$ cat config.mk
export PLATFORM = sky130hd
export DESIGN_NAME = pwm_duty_measure_capture_flat
export DESIGN_NICKNAME = d
export VERILOG_FILES = /design/src/hw/rtl/pdm_pkg.sv /design/src/hw/rtl/pdm_ifs.sv /design/src/hw/rtl/pwm_duty_measure_capture.sv /design/src/flat_wrapper.sv
export SDC_FILE = /design/constraint.sdc
export NUM_CORES = 1
export LEC_CHECK = 0
export BUFFER_PORTS_ARGS = -buffer_cell sky130_fd_sc_hd__buf_2
export CAP_MARGIN = 0
export CORE_ASPECT_RATIO = 1.1
export CORE_MARGIN = 8
export CORE_UTILIZATION = 58
export DETAILED_ROUTE_END_ITERATION = 6
export GPL_TIMING_DRIVEN = 1
export PLACE_DENSITY = 0.78
export SYNTH_ARGS = -nofsm -noshare
export SYNTH_HDL_FRONTEND = slang
export SYNTH_SLANG_ARGS = --single-unit
$ cat constraint.sdc
create_clock -name clk -period 5.4 [get_ports clk]
set_input_delay 0.54 -clock clk [delete_from_list [all_inputs] [get_ports clk]]
set_output_delay 0.54 -clock clk [all_outputs]
set_load 0.05 [all_outputs]
$ cat src/hw/rtl/pdm_pkg.sv
// Package for the PWM duty-cycle capture block: request codes, field widths
// and divider sizing shared by the interfaces and the top level.
// Depends on nothing.
package pdm_pkg;

    // Field widths of the request and result words.
    localparam int REQ_TYPE_W = 2;
    localparam int CAP_W      = 16;
    localparam int DUTY_W     = 7;

    // Default width of the saturating overflow counter.
    localparam int OVF_COUNT_BITS_DEF = 16;

    // Interval and divider widths.
    localparam int INTV_W    = 32;
    localparam int TOTAL_W   = INTV_W + 1;
    localparam int NUM_W     = INTV_W + DUTY_W;
    localparam int DIV_STEPS = DUTY_W;
    localparam int STEP_W    = $clog2(DIV_STEPS);

    // Request codes.
    localparam logic [REQ_TYPE_W-1:0] REQ_START   = 2'd0;
    localparam logic [REQ_TYPE_W-1:0] REQ_CAPTURE = 2'd1;
    localparam logic [REQ_TYPE_W-1:0] REQ_OVF     = 2'd2;

    // Full-scale duty value.
    localparam logic [DUTY_W-1:0] DUTY_FULL = 7'd100;

endpackage

$ cat src/hw/rtl/pdm_ifs.sv
// Valid/ready channel interfaces for the PWM duty-cycle capture block.
// Depends on pdm_pkg.
interface pdm_req_if import pdm_pkg::*; ();
    logic                  valid;
    logic                  ready;
    logic [REQ_TYPE_W-1:0] req_type;
    logic [CAP_W-1:0]      capture_value;

    modport source (output valid, req_type, capture_value, input ready);
    modport sink   (input valid, req_type, capture_value, output ready);
endinterface

interface pdm_res_if import pdm_pkg::*; ();
    logic              valid;
    logic              ready;
    logic              capture_rising_edge;
    logic              done_res;
    logic [DUTY_W-1:0] duty_percent;

    modport source (output valid, capture_rising_edge, done_res, duty_percent, input ready);
    modport sink   (input valid, capture_rising_edge, done_res, duty_percent, output ready);
endinterface

$ cat src/hw/rtl/pwm_duty_measure_capture.sv
// PWM duty-cycle measurement from input-capture events. A start word arms the
// block; three capture words (rising, falling, rising) follow, with overflow
// ticks in between each adding 65536 timer clocks to the current interval.
// Every request word gives exactly one result word. Start, overflow and the
// first two capture words answer in the next cycle; the closing capture word
// forms high*100 and high+low in a set-up state, then takes seven steps of a
// shared restoring compare-and-subtract unit, one quotient bit per step. A
// finished result waits in an output register; a new request word is accepted
// only once it is free or being read. Depends on pdm_pkg and pdm_ifs.
module pwm_duty_measure_capture import pdm_pkg::*; #(
    parameter int OVF_COUNT_BITS = OVF_COUNT_BITS_DEF
) (
    input  logic      clk,
    input  logic      rst_n,
    pdm_req_if.sink   req,
    pdm_res_if.source res
);

    // Sequencer states.
    localparam logic [1:0] ST_IDLE = 2'd0;
    localparam logic [1:0] ST_MUL  = 2'd1;
    localparam logic [1:0] ST_DIV  = 2'd2;

    // Measurement phases.
    localparam logic [1:0] PH_WAIT_RISE1 = 2'd0;
    localparam logic [1:0] PH_WAIT_FALL  = 2'd1;
    localparam logic [1:0] PH_WAIT_RISE2 = 2'd2;
    localparam logic [1:0] PH_IDLE       = 2'd3;

    localparam logic [STEP_W-1:0] STEP_LAST = STEP_W'(DIV_STEPS - 1);

    logic [1:0]                state_reg, state_next;
    logic [1:0]                phase_reg, phase_next;
    logic [CAP_W-1:0]          first_stamp_reg, first_stamp_next;
    logic [CAP_W-1:0]          second_stamp_reg, second_stamp_next;
    logic [INTV_W-1:0]         high_time_reg, high_time_next;
    logic [INTV_W-1:0]         low_time_reg, low_time_next;
    logic [OVF_COUNT_BITS-1:0] ovf_cnt_reg, ovf_cnt_next;
    logic                      edge_sel_reg, edge_sel_next;
    logic [NUM_W-1:0]          rem_reg, rem_next;
    logic [NUM_W-1:0]          dvs_reg, dvs_next;
    logic [DUTY_W-1:0]         quot_reg, quot_next;
    logic                      zero_reg, zero_next;
    logic [STEP_W-1:0]         step_reg, step_next;
    logic                      out_valid_reg, out_valid_next;
    logic                      out_edge_reg, out_edge_next;
    logic                      out_done_reg, out_done_next;
    logic [DUTY_W-1:0]         out_duty_reg, out_duty_next;

    logic                      in_fire;
    logic [CAP_W-1:0]          prev_stamp;
    logic [INTV_W-1:0]         interval;
    logic [TOTAL_W-1:0]        total;
    logic [NUM_W-1:0]          high_ext;
    logic [NUM_W-1:0]          num;
    logic                      div_ge;
    logic [NUM_W-1:0]          rem_sub;

    // Accept only when idle and the result slot is free or draining.
    assign req.ready = (state_reg == ST_IDLE) && (!out_valid_reg || res.ready);
    assign in_fire   = req.valid && req.ready;

    assign res.valid               = out_valid_reg;
    assign res.capture_rising_edge = out_edge_reg;
    assign res.done_res            = out_done_reg;
    assign res.duty_percent        = out_duty_reg;

    // Interval since the previous stamp, including counted overflows.
    assign prev_stamp = (phase_reg == PH_WAIT_FALL) ? first_stamp_reg : second_stamp_reg;
    assign interval   = INTV_W'(req.capture_value) - INTV_W'(prev_stamp)
                      + {CAP_W'(ovf_cnt_reg), {CAP_W{1'b0}}};

    // Dividend and divisor set-up: high*100 and high+low.
    assign total    = TOTAL_W'(high_time_reg) + TOTAL_W'(low_time_reg);
    assign high_ext = NUM_W'(high_time_reg);
    assign num      = (high_ext << 6) + (high_ext << 5) + (high_ext << 2);

    // Shared compare-and-subtract unit of the restoring divider.
    assign div_ge  = (rem_reg >= dvs_reg);
    assign rem_sub = rem_reg - dvs_reg;

    // Next-state logic for the sequencer, measurement state and result slot.
    always_comb
    begin
        state_next        = state_reg;
        phase_next        = phase_reg;
        first_stamp_next  = first_stamp_reg;
        second_stamp_next = second_stamp_reg;
        high_time_next    = high_time_reg;
        low_time_next     = low_time_reg;
        ovf_cnt_next      = ovf_cnt_reg;
        edge_sel_next     = edge_sel_reg;
        rem_next          = rem_reg;
        dvs_next          = dvs_reg;
        quot_next         = quot_reg;
        zero_next         = zero_reg;
        step_next         = step_reg;
        out_valid_next    = out_valid_reg;
        out_edge_next     = out_edge_reg;
        out_done_next     = out_done_reg;
        out_duty_next     = out_duty_reg;

        if (res.valid && res.ready)
        begin
            out_valid_next = 1'b0;
        end

        case (state_reg)
            ST_IDLE:
            begin
                if (in_fire)
                begin
                    // Most words answer at once; the closing capture defers.
                    out_valid_next = 1'b1;
                    out_done_next  = 1'b0;
                    out_duty_next  = '0;
                    case (req.req_type)
                        REQ_START:
                        begin
                            phase_next    = PH_WAIT_RISE1;
                            edge_sel_next = 1'b1;
                        end
                        REQ_OVF:
                        begin
                            if (ovf_cnt_reg != {OVF_COUNT_BITS{1'b1}})
                            begin
                                ovf_cnt_next = ovf_cnt_reg + 1'b1;
                            end
                        end
                        REQ_CAPTURE:
                        begin
                            case (phase_reg)
                                PH_WAIT_RISE1:
                                begin
                                    first_stamp_next = req.capture_value;
                                    ovf_cnt_next     = '0;
                                    edge_sel_next    = 1'b0;
                                    phase_next       = PH_WAIT_FALL;
                                end
                                PH_WAIT_FALL:
                                begin
                                    high_time_next    = interval;
                                    second_stamp_next = req.capture_value;
                                    ovf_cnt_next      = '0;
                                    edge_sel_next     = 1'b1;
                                    phase_next        = PH_WAIT_RISE2;
                                end
                                PH_WAIT_RISE2:
                                begin
                                    low_time_next  = interval;
                                    ovf_cnt_next   = '0;
                                    phase_next     = PH_IDLE;
                                    out_valid_next = 1'b0;
                                    state_next     = ST_MUL;
                                end
                                default:
                                begin
                                    phase_next = phase_reg;
                                end
                            endcase
                        end
                        default:
                        begin
                            phase_next = phase_reg;
                        end
                    endcase
                    out_edge_next = edge_sel_next;
                end
            end
            ST_MUL:
            begin
                rem_next   = num;
                dvs_next   = NUM_W'(total) << (DIV_STEPS - 1);
                zero_next  = (total == '0);
                quot_next  = '0;
                step_next  = '0;
                state_next = ST_DIV;
            end
            ST_DIV:
            begin
                // One quotient bit per step; the quotient never exceeds 100.
                if (div_ge)
                begin
                    rem_next = rem_sub;
                end
                quot_next = {quot_reg[DUTY_W-2:0], div_ge};
                dvs_next  = dvs_reg >> 1;
                if (step_reg == STEP_LAST)
                begin
                    out_valid_next = 1'b1;
                    out_done_next  = 1'b1;
                    out_duty_next  = zero_reg ? '0 : quot_next;
                    state_next     = ST_IDLE;
                end
                else
                begin
                    step_next = step_reg + 1'b1;
                end
            end
            default:
            begin
                state_next = ST_IDLE;
            end
        endcase
    end

    // Control and measurement state.
    always_ff @(posedge clk or negedge rst_n)
    begin
        if (!rst_n)
        begin
            state_reg        <= ST_IDLE;
            phase_reg        <= PH_IDLE;
            first_stamp_reg  <= '0;
            second_stamp_reg <= '0;
            high_time_reg    <= '0;
            low_time_reg     <= '0;
            ovf_cnt_reg      <= '0;
            edge_sel_reg     <= 1'b1;
            step_reg         <= '0;
            out_valid_reg    <= 1'b0;
        end
        else
        begin
            state_reg        <= state_next;
            phase_reg        <= phase_next;
            first_stamp_reg  <= first_stamp_next;
            second_stamp_reg <= second_stamp_next;
            high_time_reg    <= high_time_next;
            low_time_reg     <= low_time_next;
            ovf_cnt_reg      <= ovf_cnt_next;
            edge_sel_reg     <= edge_sel_next;
            step_reg         <= step_next;
            out_valid_reg    <= out_valid_next;
        end
    end

    // Divider datapath and result payload.
    always_ff @(posedge clk)
    begin
        rem_reg      <= rem_next;
        dvs_reg      <= dvs_next;
        quot_reg     <= quot_next;
        zero_reg     <= zero_next;
        out_edge_reg <= out_edge_next;
        out_done_reg <= out_done_next;
        out_duty_reg <= out_duty_next;
    end

    // A completed measurement never reports more than full scale.
    a_duty_range: assert property (@(posedge clk) disable iff (!rst_n)
        out_valid_reg && out_done_reg |-> out_duty_reg <= DUTY_FULL)
        else $error("duty result above full scale");

    // A word that did not complete a measurement reports zero duty.
    a_duty_zero: assert property (@(posedge clk) disable iff (!rst_n)
        out_valid_reg && !out_done_reg |-> out_duty_reg == '0)
        else $error("nonzero duty on a word without a measurement");

    // The last divider step always delivers a completed result.
    a_div_result: assert property (@(posedge clk) disable iff (!rst_n)
        state_reg == ST_DIV && step_reg == STEP_LAST |=> out_valid_reg && out_done_reg)
        else $error("divider finished without a result");

    // The result slot stays empty while the divider works.
    a_slot_empty: assert property (@(posedge clk) disable iff (!rst_n)
        state_reg != ST_IDLE |-> !out_valid_reg)
        else $error("result pending during a division");

endmodule

$ cat src/flat_wrapper.sv
// flat-port wrapper written by rule: the top's interface ports become plain ports
module pwm_duty_measure_capture_flat import pdm_pkg::*;
#(
    parameter int OVF_COUNT_BITS = OVF_COUNT_BITS_DEF
)
  (clk, rst_n, req_valid, req_req_type, req_capture_value, req_ready, res_valid, res_capture_rising_edge, res_done_res, res_duty_percent, res_ready);
  pdm_req_if req_i ();
  pdm_res_if res_i ();
  input  logic clk;
  input  logic rst_n;
  input wire logic [$bits(req_i.valid)-1:0] req_valid;
  input wire logic [$bits(req_i.req_type)-1:0] req_req_type;
  input wire logic [$bits(req_i.capture_value)-1:0] req_capture_value;
  output wire logic [$bits(req_i.ready)-1:0] req_ready;
  output wire logic [$bits(res_i.valid)-1:0] res_valid;
  output wire logic [$bits(res_i.capture_rising_edge)-1:0] res_capture_rising_edge;
  output wire logic [$bits(res_i.done_res)-1:0] res_done_res;
  output wire logic [$bits(res_i.duty_percent)-1:0] res_duty_percent;
  input wire logic [$bits(res_i.ready)-1:0] res_ready;
  assign req_i.valid = req_valid;
  assign req_i.req_type = req_req_type;
  assign req_i.capture_value = req_capture_value;
  assign req_ready = req_i.ready;
  assign res_valid = res_i.valid;
  assign res_capture_rising_edge = res_i.capture_rising_edge;
  assign res_done_res = res_i.done_res;
  assign res_duty_percent = res_i.duty_percent;
  assign res_i.ready = res_ready;
  pwm_duty_measure_capture #(.OVF_COUNT_BITS(OVF_COUNT_BITS)) u_core (.clk(clk), .rst_n(rst_n), .req(req_i), .res(res_i));
endmodule
* After elaboration in Yosys (flattened, before gate mapping) *
Cells that the tools add are included.

storage, ports and cells
  register bits after elaboration = 215
  bits in latches = 0
  RAM bits = 0
  ROM bits = 0
  output and inout port bits = 11
  word-level logic and storage cells = 99
  memories = 0

operators by class
  add/sub/neg operators = 8
  multipliers = 0
  div/mod/pow operators = 0
  $lt $le $gt $ge = 1
  equal/unequal tests = 17
  shift-type cells = 0
  multiplexer cells = 32
  bitwise gates (word level) = 0
  reductions and logical operators = 24

operator list
  operator                                                         count
  39-bit case mux with 2 select lines                              2
  16-bit two-way mux                                               3
  38-bit by 37-bit adder with 39-bit output                        1
  39-bit by 34-bit adder with 39-bit output                        1
  39-bit >= comparator                                             1
  39-bit two-way mux                                               1
  39-bit subtractor                                                1
  32-bit by 32-bit adder with 33-bit output                        1
  33-bit zero test                                                 1
  32-bit adder                                                     1
  16-bit case mux with 2 select lines                              1
  7-bit two-way mux                                                3
  4-bit AND reduction                                              5
  16-bit by 16-bit subtractor with 17-bit output                   1
  16-bit by 1-bit adder with 16-bit output, second input constant  1
  16-bit != test, second input constant                            1
  7-bit case mux with 2 select lines                               1
  2-bit case mux with 3 select lines                               2
  6-bit case mux with 2 select lines                               1
  2-bit two-way mux                                                4
  2-bit by 1-bit != test with 1-bit output, second input constant  4
  2-bit != test, second input constant                             4
  1-bit case mux with 2 select lines                               4
  2-bit nonzero test                                               4
  other kinds (17)                                                 33

* Depth between registers and ports, before layout *
Gate-level depths: netlist of the first run.

  depth after elaboration = 6
  depth in mapped cells = 25
  mapped depth without buffers = 24

* Worst setup path after synthesis of the first run *
Ideal clock, no wire load.

  path kind = register to register
  start = reg u_core.phase_reg[0]
  end = reg u_core.low_time_reg[31]
  library setup time = 125 ps
  arrival time = 5,509 ps
  required time = 5,275 ps
  path slack = -234 ps
  stages on the path, launching flop included = 22
  path buffers = 2
  period minus slack after synthesis = 5,634 ps
  cell sequence = dfstp_2 -> ha_1 -> clkbuf_1 -> buf_1 -> mux2i_1 -> ha_1 -> nor3_1 -> nor2_1 -> and3_1 -> or3_1 -> nand2_1 -> o21a_1 -> ha_1 -> a211oi_1 -> nor2_1 -> o41ai_1 -> o21ai_1 -> o41ai_1 -> o21ai_1 -> a31oi_1 -> xnor2_1 -> mux2_2

between the ends
  longest elaborated chain between the ends = 4
  elaborated cells on any way between the ends = 6
  those cells by class = add/sub (2); eq/ne (2); mux (1); reduce/logical (1)

RTL lines
  element                                         RTL line                         RTL
  start: declaration                              pwm_duty_measure_capture.sv:33   logic [1:0] phase_reg, phase_next;
  start signal: assignment                        pwm_duty_measure_capture.sv:226  phase_reg <= phase_next;
  2-bit by 1-bit == test with 1-bit output        pwm_duty_measure_capture.sv:69   assign prev_stamp = (phase_reg == PH_WAIT_FALL) ? first_stamp_reg : second_stamp_reg;
  16-bit two-way mux                              pwm_duty_measure_capture.sv:69
  16-bit by 16-bit subtractor with 17-bit output  pwm_duty_measure_capture.sv:70   assign interval = INTV_W'(req.capture_value) - INTV_W'(prev_stamp)
  32-bit adder                                    pwm_duty_measure_capture.sv:71   + {CAP_W'(ovf_cnt_reg), {CAP_W{1'b0}}};
  end signal: assignment                          pwm_duty_measure_capture.sv:230  low_time_reg <= low_time_next;
  end: declaration                                pwm_duty_measure_capture.sv:37   logic [INTV_W-1:0] low_time_reg, low_time_next;

Several ways; a longest one is shown, not always the timed one.
A chain may end at the register's enable or synchronous reset.

* Worst setup path after layout of the first run *
  start = reg u_core.phase_reg[1]
  end = reg u_core.low_time_reg[30]

Same word-level chain as after synthesis.

==> results of run 1 <==
==> worst min path at each step <==
stage / end / slack (ps)
3_5_place_dp: u_core.first_stamp_reg[0] / 480
6_report: u_core.second_stamp_reg[1] / 130
2_1_floorplan: u_core.first_stamp_reg[0] / 240
3_3_place_gp: u_core.first_stamp_reg[0] / 460
5_1_grt: u_core.first_stamp_reg[2] / 220
4_1_cts: u_core.first_stamp_reg[2] / 150
==> cell usage in the layout (no fill, tap or decap), drive strengths merged, types with 5 or more instances in the layout <==
cell    synthesis  routed
dfrtp         118     118
nor2          122     122
nand3          42      42
nand2b         14      14
o21bai         14      14
nand2         146     146
inv            86      89
clkbuf         42      34
nor4            5       5
o21a           17      17
or3            15      15
a41oi           5       5
nor3           29      29
edfxtp         94      94
a21o           61      61
xor2           45      45
and2           16      16
a31o            5       5
fa             33      33
o41ai           9       9
o211ai          7       7
mux2           96      96
mux2i          27      27
and3           21      21
buf             7      49
nor3b           5       5
a21oi         117     117
clkinv          0       6
a21boi          5       5
a31oi           7       7
a211oi         25      25
nand4          23      23
xnor2          65      65
o31ai          12      12
ha            148     148
nor2b          23      23
o21ai         125     125
==> through the flow <==
stage,worst slack (ps),total power [W],hold WS (ps),utilization,setup TNS [ps]
2_1_floorplan,93.65,0.009113,244.4,-,0
3_3_place_gp,12.33,0.01065,464.7,0.6118,0
3_5_place_dp,-132.4,0.01086,478.0,0.6118,-253.0
4_1_cts,25.79,0.01268,151.4,0.6423,0
5_1_grt,-103.5,0.01381,215.8,0.6449,-195.6
6_report,168.7,0.01275,127.6,0.6449,0
==> Yosys cell counts, types with 22 or more instances <==
| cell type | number |
|---|---|
| ha_1 | 148 |
| nand2_1 | 145 |
| nor2_1 | 122 |
| dfrtp_1 | 118 |
| o21ai_0 | 117 |
| a21oi_1 | 114 |
| mux2_2 | 95 |
| edfxtp_1 | 94 |
| inv_1 | 86 |
| xnor2_1 | 65 |
| a21o_1 | 61 |
| xor2_1 | 45 |
| clkbuf_1 | 42 |
| nand3_1 | 42 |
| fa_1 | 33 |
| nor3_1 | 28 |
| mux2i_1 | 27 |
| nand4_1 | 23 |
| nor2b_1 | 23 |
| a211oi_1 | 22 |
==> metal layers <==
| metal | GRT usage | vias up |
|---|---|---|
| li1 | - | 6258 |
| met1 | 0.2807 | 6048 |
| met2 | 0.3643 | 270 |
| met3 | 0.02290 | 73 |
| met4 | 0.07085 | 0 |
| met5 | 0 | - |
==> worst reg2reg max path, delay by kind of cell, from the launching register on <==
kind	cells	cell delay (ps)
AOI/OAI and AO/OA	8	1510
xor gates and xnor gates	1	120
adders and majority gates	5	1260
buffers and inverters	4	300
DFF	1	530
muxes	2	490
and+or+nand+nor	5	890
==> area by class of cell <==
class,count,area [um^2],area share
Clock buffer,34,747.0,0.04157
Clock inverter,10,91.34,0.005082
Inverter,86,322.8,0.01796
Multi-Input combinational cell,1344,10200,0.5675
Sequential cell,215,5854,0.3258
Tap cell,363,454.2,0.02527
Timing Repair Buffer,49,302.8,0.01685
==> cells by family (layout without fill, tap and decap cells) <==
| kind of cell | after synthesis | in the layout | share of synthesized area |
|---|---|---|---|
| AOI/OAI and AO/OA | 456 | 456 | 0.1826 |
| xor gates and xnor gates | 110 | 110 | 0.05853 |
| adders and majority gates | 181 | 181 | 0.1526 |
| buffers and inverters | 135 | 179 | 0.03124 |
| DFF | 215 | 215 | 0.3557 |
| muxes | 123 | 123 | 0.08209 |
| and+or+nand+nor | 474 | 474 | 0.1373 |
==> power breakdown <==
group | leakage (nW) | switching, W | internal, W
sequential | 2.50 | 0.000502 | 0.00273
clock | 0.419 | 0.000685 | 0.00102
combinational | 5.30 | 0.00461 | 0.00320
==> timing repair <==
item	in CTS	in global routing
pin swaps	0	13
setup buffers	0	3
setup endpoints to repair	6	8
resized for setup	2	11
==> impl_metrics.ini, run 1 <==
[status]
status = finished clean

[placed_design]
dp_hpwl_um = 27110
io_buffers = 32
gp_congestion = 0.9612
place_area_um2 = 17050
dp.cells = 2054

[cells_and_area]
num-fill-cells = 2205
area_growth_pct = 9.175
antennaDiodeCount = 0
drive_gt1_frac = 0.1329
final_area_um2 = 17970
instances_no_fill = 2101
fin_nets = 1924

[run]
maxCapViolCount = 0

[route]
wl_met3_um = 1458
dr.first_iter.drc_count = 734
totalWireLength_um = 36440
avgRoutedWirePerCell_um = 17.35
met2_wirelength_um = 17330
wl_met1_um = 16560
num_vias = 12649
drtAntennaViolNets = 0
top_layer_used = met4
first_pass_iters = 5
route.detailed.drc = 0
drt-vias-per-instance = 6.020

[setup_path]
cpLargestDelayFamily = compound AO/OA/AOI/OAI gates
path_class = reg2reg
ff2ff_setup_slack_ps = 170
cp_common_cell = inv_1
critPathBufInv = 4
worstReg2RegEnd = u_core.low_time_reg[30]
cp-end-kind = flop
crit_slowest_cell = dfstp_2
ff2ff_path_depth = 25
worst_path_largest_cell_delay_ps = 530
endpoint = u_core.low_time_reg[30]
critical_path_depth = 25
arrival_ps = 5640
startpoint = u_core.phase_reg[1]
start_kind = flop
critPathMaxFanout = 7
worstPathRequired_ps = 5810
rr_startpoint = u_core.phase_reg[1]

[timing]
finClkSkew_ps = 13.04
tightest_slew_ps = 1139
slew_viol_final = 0
fin_crit_ps = 5231
setup_viol = 0
finalHoldViolCount = 0
period_share = 0.9688
slew_headroom = 0.2406
max_freq_ghz = 0.1912

[clocking]
path_clk_slew_ps = 60
insertion_delay_ps = 530
cts_buffer_depth = 3
cts_tree = done
clock-sinks = 215
cts_max_level = 1
cts_root_buffer = clkbuf_16
cts-buffers-inserted = 25
ctsHoldBuffers = 0

[synthesis]
ys.flop_type = dfrtp_1
ys_seq_area_frac = 0.3557
syn_area_um2 = 16460
async_flop_share = 0.5628
synth_top_area_frac = 0.1794
syn_area_per_cell_um2 = 9.717
ys.warnings.count = 0
synthCells = 1694
ys_top_cells_by_area = dfrtp_1 (18%), edfxtp_1 (17%), ha_1 (11%), mux2_2 (6.5%), fa_1 (4.0%)
ys_ff_latch = 215
synth_edf_count = 94
synth_fp_nets = 1897
synth_top_area_cell = dfrtp_1
ys_types = 85

[power_and_ir_drop]
p_per_area_nw_per_um2 = 709.2
ir_worst_vdd_mv = 0.3733
p_leak_nw = 8.217

[global_route]
antenna_found_initial = 0
grt-ovfl-total = 0
globalRouteTotalUtil = 0.2138
grt_pass1_vias = 12672
grt_pass1_wl_um = 60890
grt_max_degree = 94

[floorplanning]
die_w_um = 176.6
core_um2 = 27870
die_h_um = 192.7
dieArea_um2 = 34030
rows = 64
initial_utilization = 0.5907
ioPinCount = 33

[worst_hold_path]
hold_path_class = in2async
(Power assumes the default switching activity.)
==> inputs of run 2 (changes only) <==
--- a/config.mk
+++ b/config.mk
@@ -12,6 +12,7 @@
 export CORE_UTILIZATION = 58
 export DETAILED_ROUTE_END_ITERATION = 6
 export GPL_TIMING_DRIVEN = 1
+export MAX_ROUTING_LAYER = met4
 export PLACE_DENSITY = 0.78
 export SYNTH_ARGS = -nofsm -noshare
 export SYNTH_HDL_FRONTEND = slang
==> run 2 against run 1 <==
Count of clock-buffer cells in the layout decreased by 5. Critical path type unchanged. Design area decreased by 0.36%. Largest power group unchanged. Clock skew is 7.5 ps higher. Critical endpoint is now u_core.low_time_reg[31].
==> impl_metrics.ini, run 2 (same netlist as run 1, synthesis figures left out) <==
[status]
status = finished clean

[timing]
slew_viol_final = 0
finalHoldViolCount = 0
fin_ws_ps = 232.7
whs_ps = 55.83
setup_viol = 0
slew_headroom = 0.2149
tightest_slew_ps = 1178
finClkSkew_ps = 20.54
fin_crit_ps = 5167
period_share = 0.9569
max_freq_ghz = 0.1935

[worst_hold_path]
hold_path_class = in2async

[power_and_ir_drop]
p_comb_frac = 0.616
switching_share = 0.4552
p_per_area_nw_per_um2 = 708.7
pwr-share-seq = 0.255
p_clk_frac = 0.130
internal_power_w = 0.006913
ir_worst_vdd_mv = 0.4011
p_leak_nw = 8.175
switchingPower_w = 0.005777

[global_route]
antenna_found_initial = 0
grt-ovfl-total = 0
grt_pass1_vias = 12583
globalRouteTotalUtil = 0.2175
grt_pass1_wl_um = 60260
grt_max_degree = 94

[setup_path]
ff2ff_path_depth = 23
rr_startpoint = u_core.phase_reg[1]
cp-end-kind = flop
arrival_ps = 5570
start_kind = flop
worstPathRequired_ps = 5800
critPathMaxFanout = 7
worstReg2RegEnd = u_core.low_time_reg[31]
ff2ff_setup_slack_ps = 230
path_class = reg2reg

[placed_design]
dp_hpwl_um = 27300
place_area_um2 = 17060
pre_cts_ws_ps = -110.5
gp_congestion = 0.9205
io_buffers = 32

[floorplanning]
dieArea_um2 = 34030
initial_utilization = 0.5907
core_um2 = 27870
die_h_um = 192.7
ioPinCount = 33
die_w_um = 176.6
rows = 64

[run]
maxCapViolCount = 0

[cells_and_area]
drive_gt1_frac = 0.1313
antennaDiodeCount = 0
area_growth_pct = 8.787
final_area_um2 = 17910
final_common_cell = ha_1
final_cell_mix = ha_1 (145), nand2_1 (143), nor2_1 (121)
fin_nets = 1922

[clocking]
clock-sinks = 215
cts_max_level = 1
path_clk_slew_ps = 60
cts-buffers-inserted = 23
insertion_delay_ps = 530
cts_root_buffer = clkbuf_16
cts_buffer_depth = 3
cts_tree = done

[route]
avgRoutedWirePerCell_um = 17.16
first_pass_iters = 5
drt-vias-per-instance = 6.024
totalWireLength_um = 36030
route.detailed.drc = 0
drtAntennaViolNets = 0
dr.first_iter.drc_count = 753
num_vias = 12644
-- run 2: what timing repair did --
| item | 4_1_cts | 5_1_grt |
|---|---|---|
| buffers inserted | 0 | 2 |
| hold endpoints to repair | 0 | 0 |
| setup endpoints to repair | 2 | 14 |
| gates cloned | 0 | 0 |
| hold buffers | 0 | 0 |
| resized for setup | 1 | 13 |
| pin swaps | 0 | 13 |
-- run 2: stage by stage --
| step | power (W) | util | TNS, ps | cells |
|---|---|---|---|---|
| finish | 0.01269 | 0.6426 | 0 | 2099 |
| global route | 0.01373 | 0.6426 | -59.07 | 2099 |
| CTS | 0.01262 | 0.6402 | 0 | 2097 |
| detailed placement | 0.01089 | 0.6120 | -220.7 | 2055 |
| global placement | 0.01065 | 0.6120 | 0 | 2055 |
| floorplan | 0.009113 | - | 0 | 1694 |
-- run 2: area by class of cell --
| class | count | area (um^2) |
|---|---|---|
| flip-flops and latches | 215 | 5854 |
| clock buffers | 29 | 629.4 |
| multi-input cells | 1344 | 10190 |
| well taps | 363 | 454.2 |
| repair buffers | 49 | 302.8 |
| clock inverters | 13 | 148.9 |
| inverters | 86 | 322.8 |
| fillers | 2236 | 9960 |
-- run 2: how the worst max path moves through the flow --
stage | from | endpoint | cells after the start
2_1_floorplan | u_core.phase_reg[1] | u_core.low_time_reg[31] | 23
3_3_place_gp | u_core.phase_reg[1] | u_core.high_time_reg[31] | 23
3_5_place_dp | u_core.phase_reg[1] | u_core.low_time_reg[31] | 23
4_1_cts | u_core.phase_reg[1] | u_core.high_time_reg[30] | 25
5_1_grt | u_core.phase_reg[1] | u_core.low_time_reg[31] | 23
6_report | u_core.phase_reg[1] | u_core.low_time_reg[31] | 23
-- run 2: metal layers --
layer	up-vias	GRT usage	wire length, um
met5	-	-	0
met4	0	0.08088	1177
met3	72	0.02290	1358
met2	270	0.3540	16900
met1	6028	0.2784	16590
li1	6274	-	-
-- run 2: power by group through the flow --
stage	combinational [W]	clock [W]	sequential, W
floorplan	0.00593	0	0.00318
global placement	0.00744	0	0.00321
detailed placement	0.00763	0	0.00326
CTS	0.00771	0.00168	0.00323
global route	0.00867	0.00174	0.00332
finish	0.00782	0.00164	0.00323
-- run 2: critical path, cell delays in order, from the launching register on --
cell and delay (ps):
dfstp_2 520, inv_1 60, ha_1 210, buf_12 150, mux2_2 220, ha_1 150, inv_1 60, fa_2 340
a211oi_2 300, o21ai_2 100, and3_1 170, or3_4 400, nand2_2 90, o21a_4 180, ha_1 260, a211oi_2 210
nor2_2 80, o41ai_2 360, o21ai_1 160, o41ai_2 390, o21ai_2 110, a31oi_1 170, xnor2_1 110, mux2_2 260
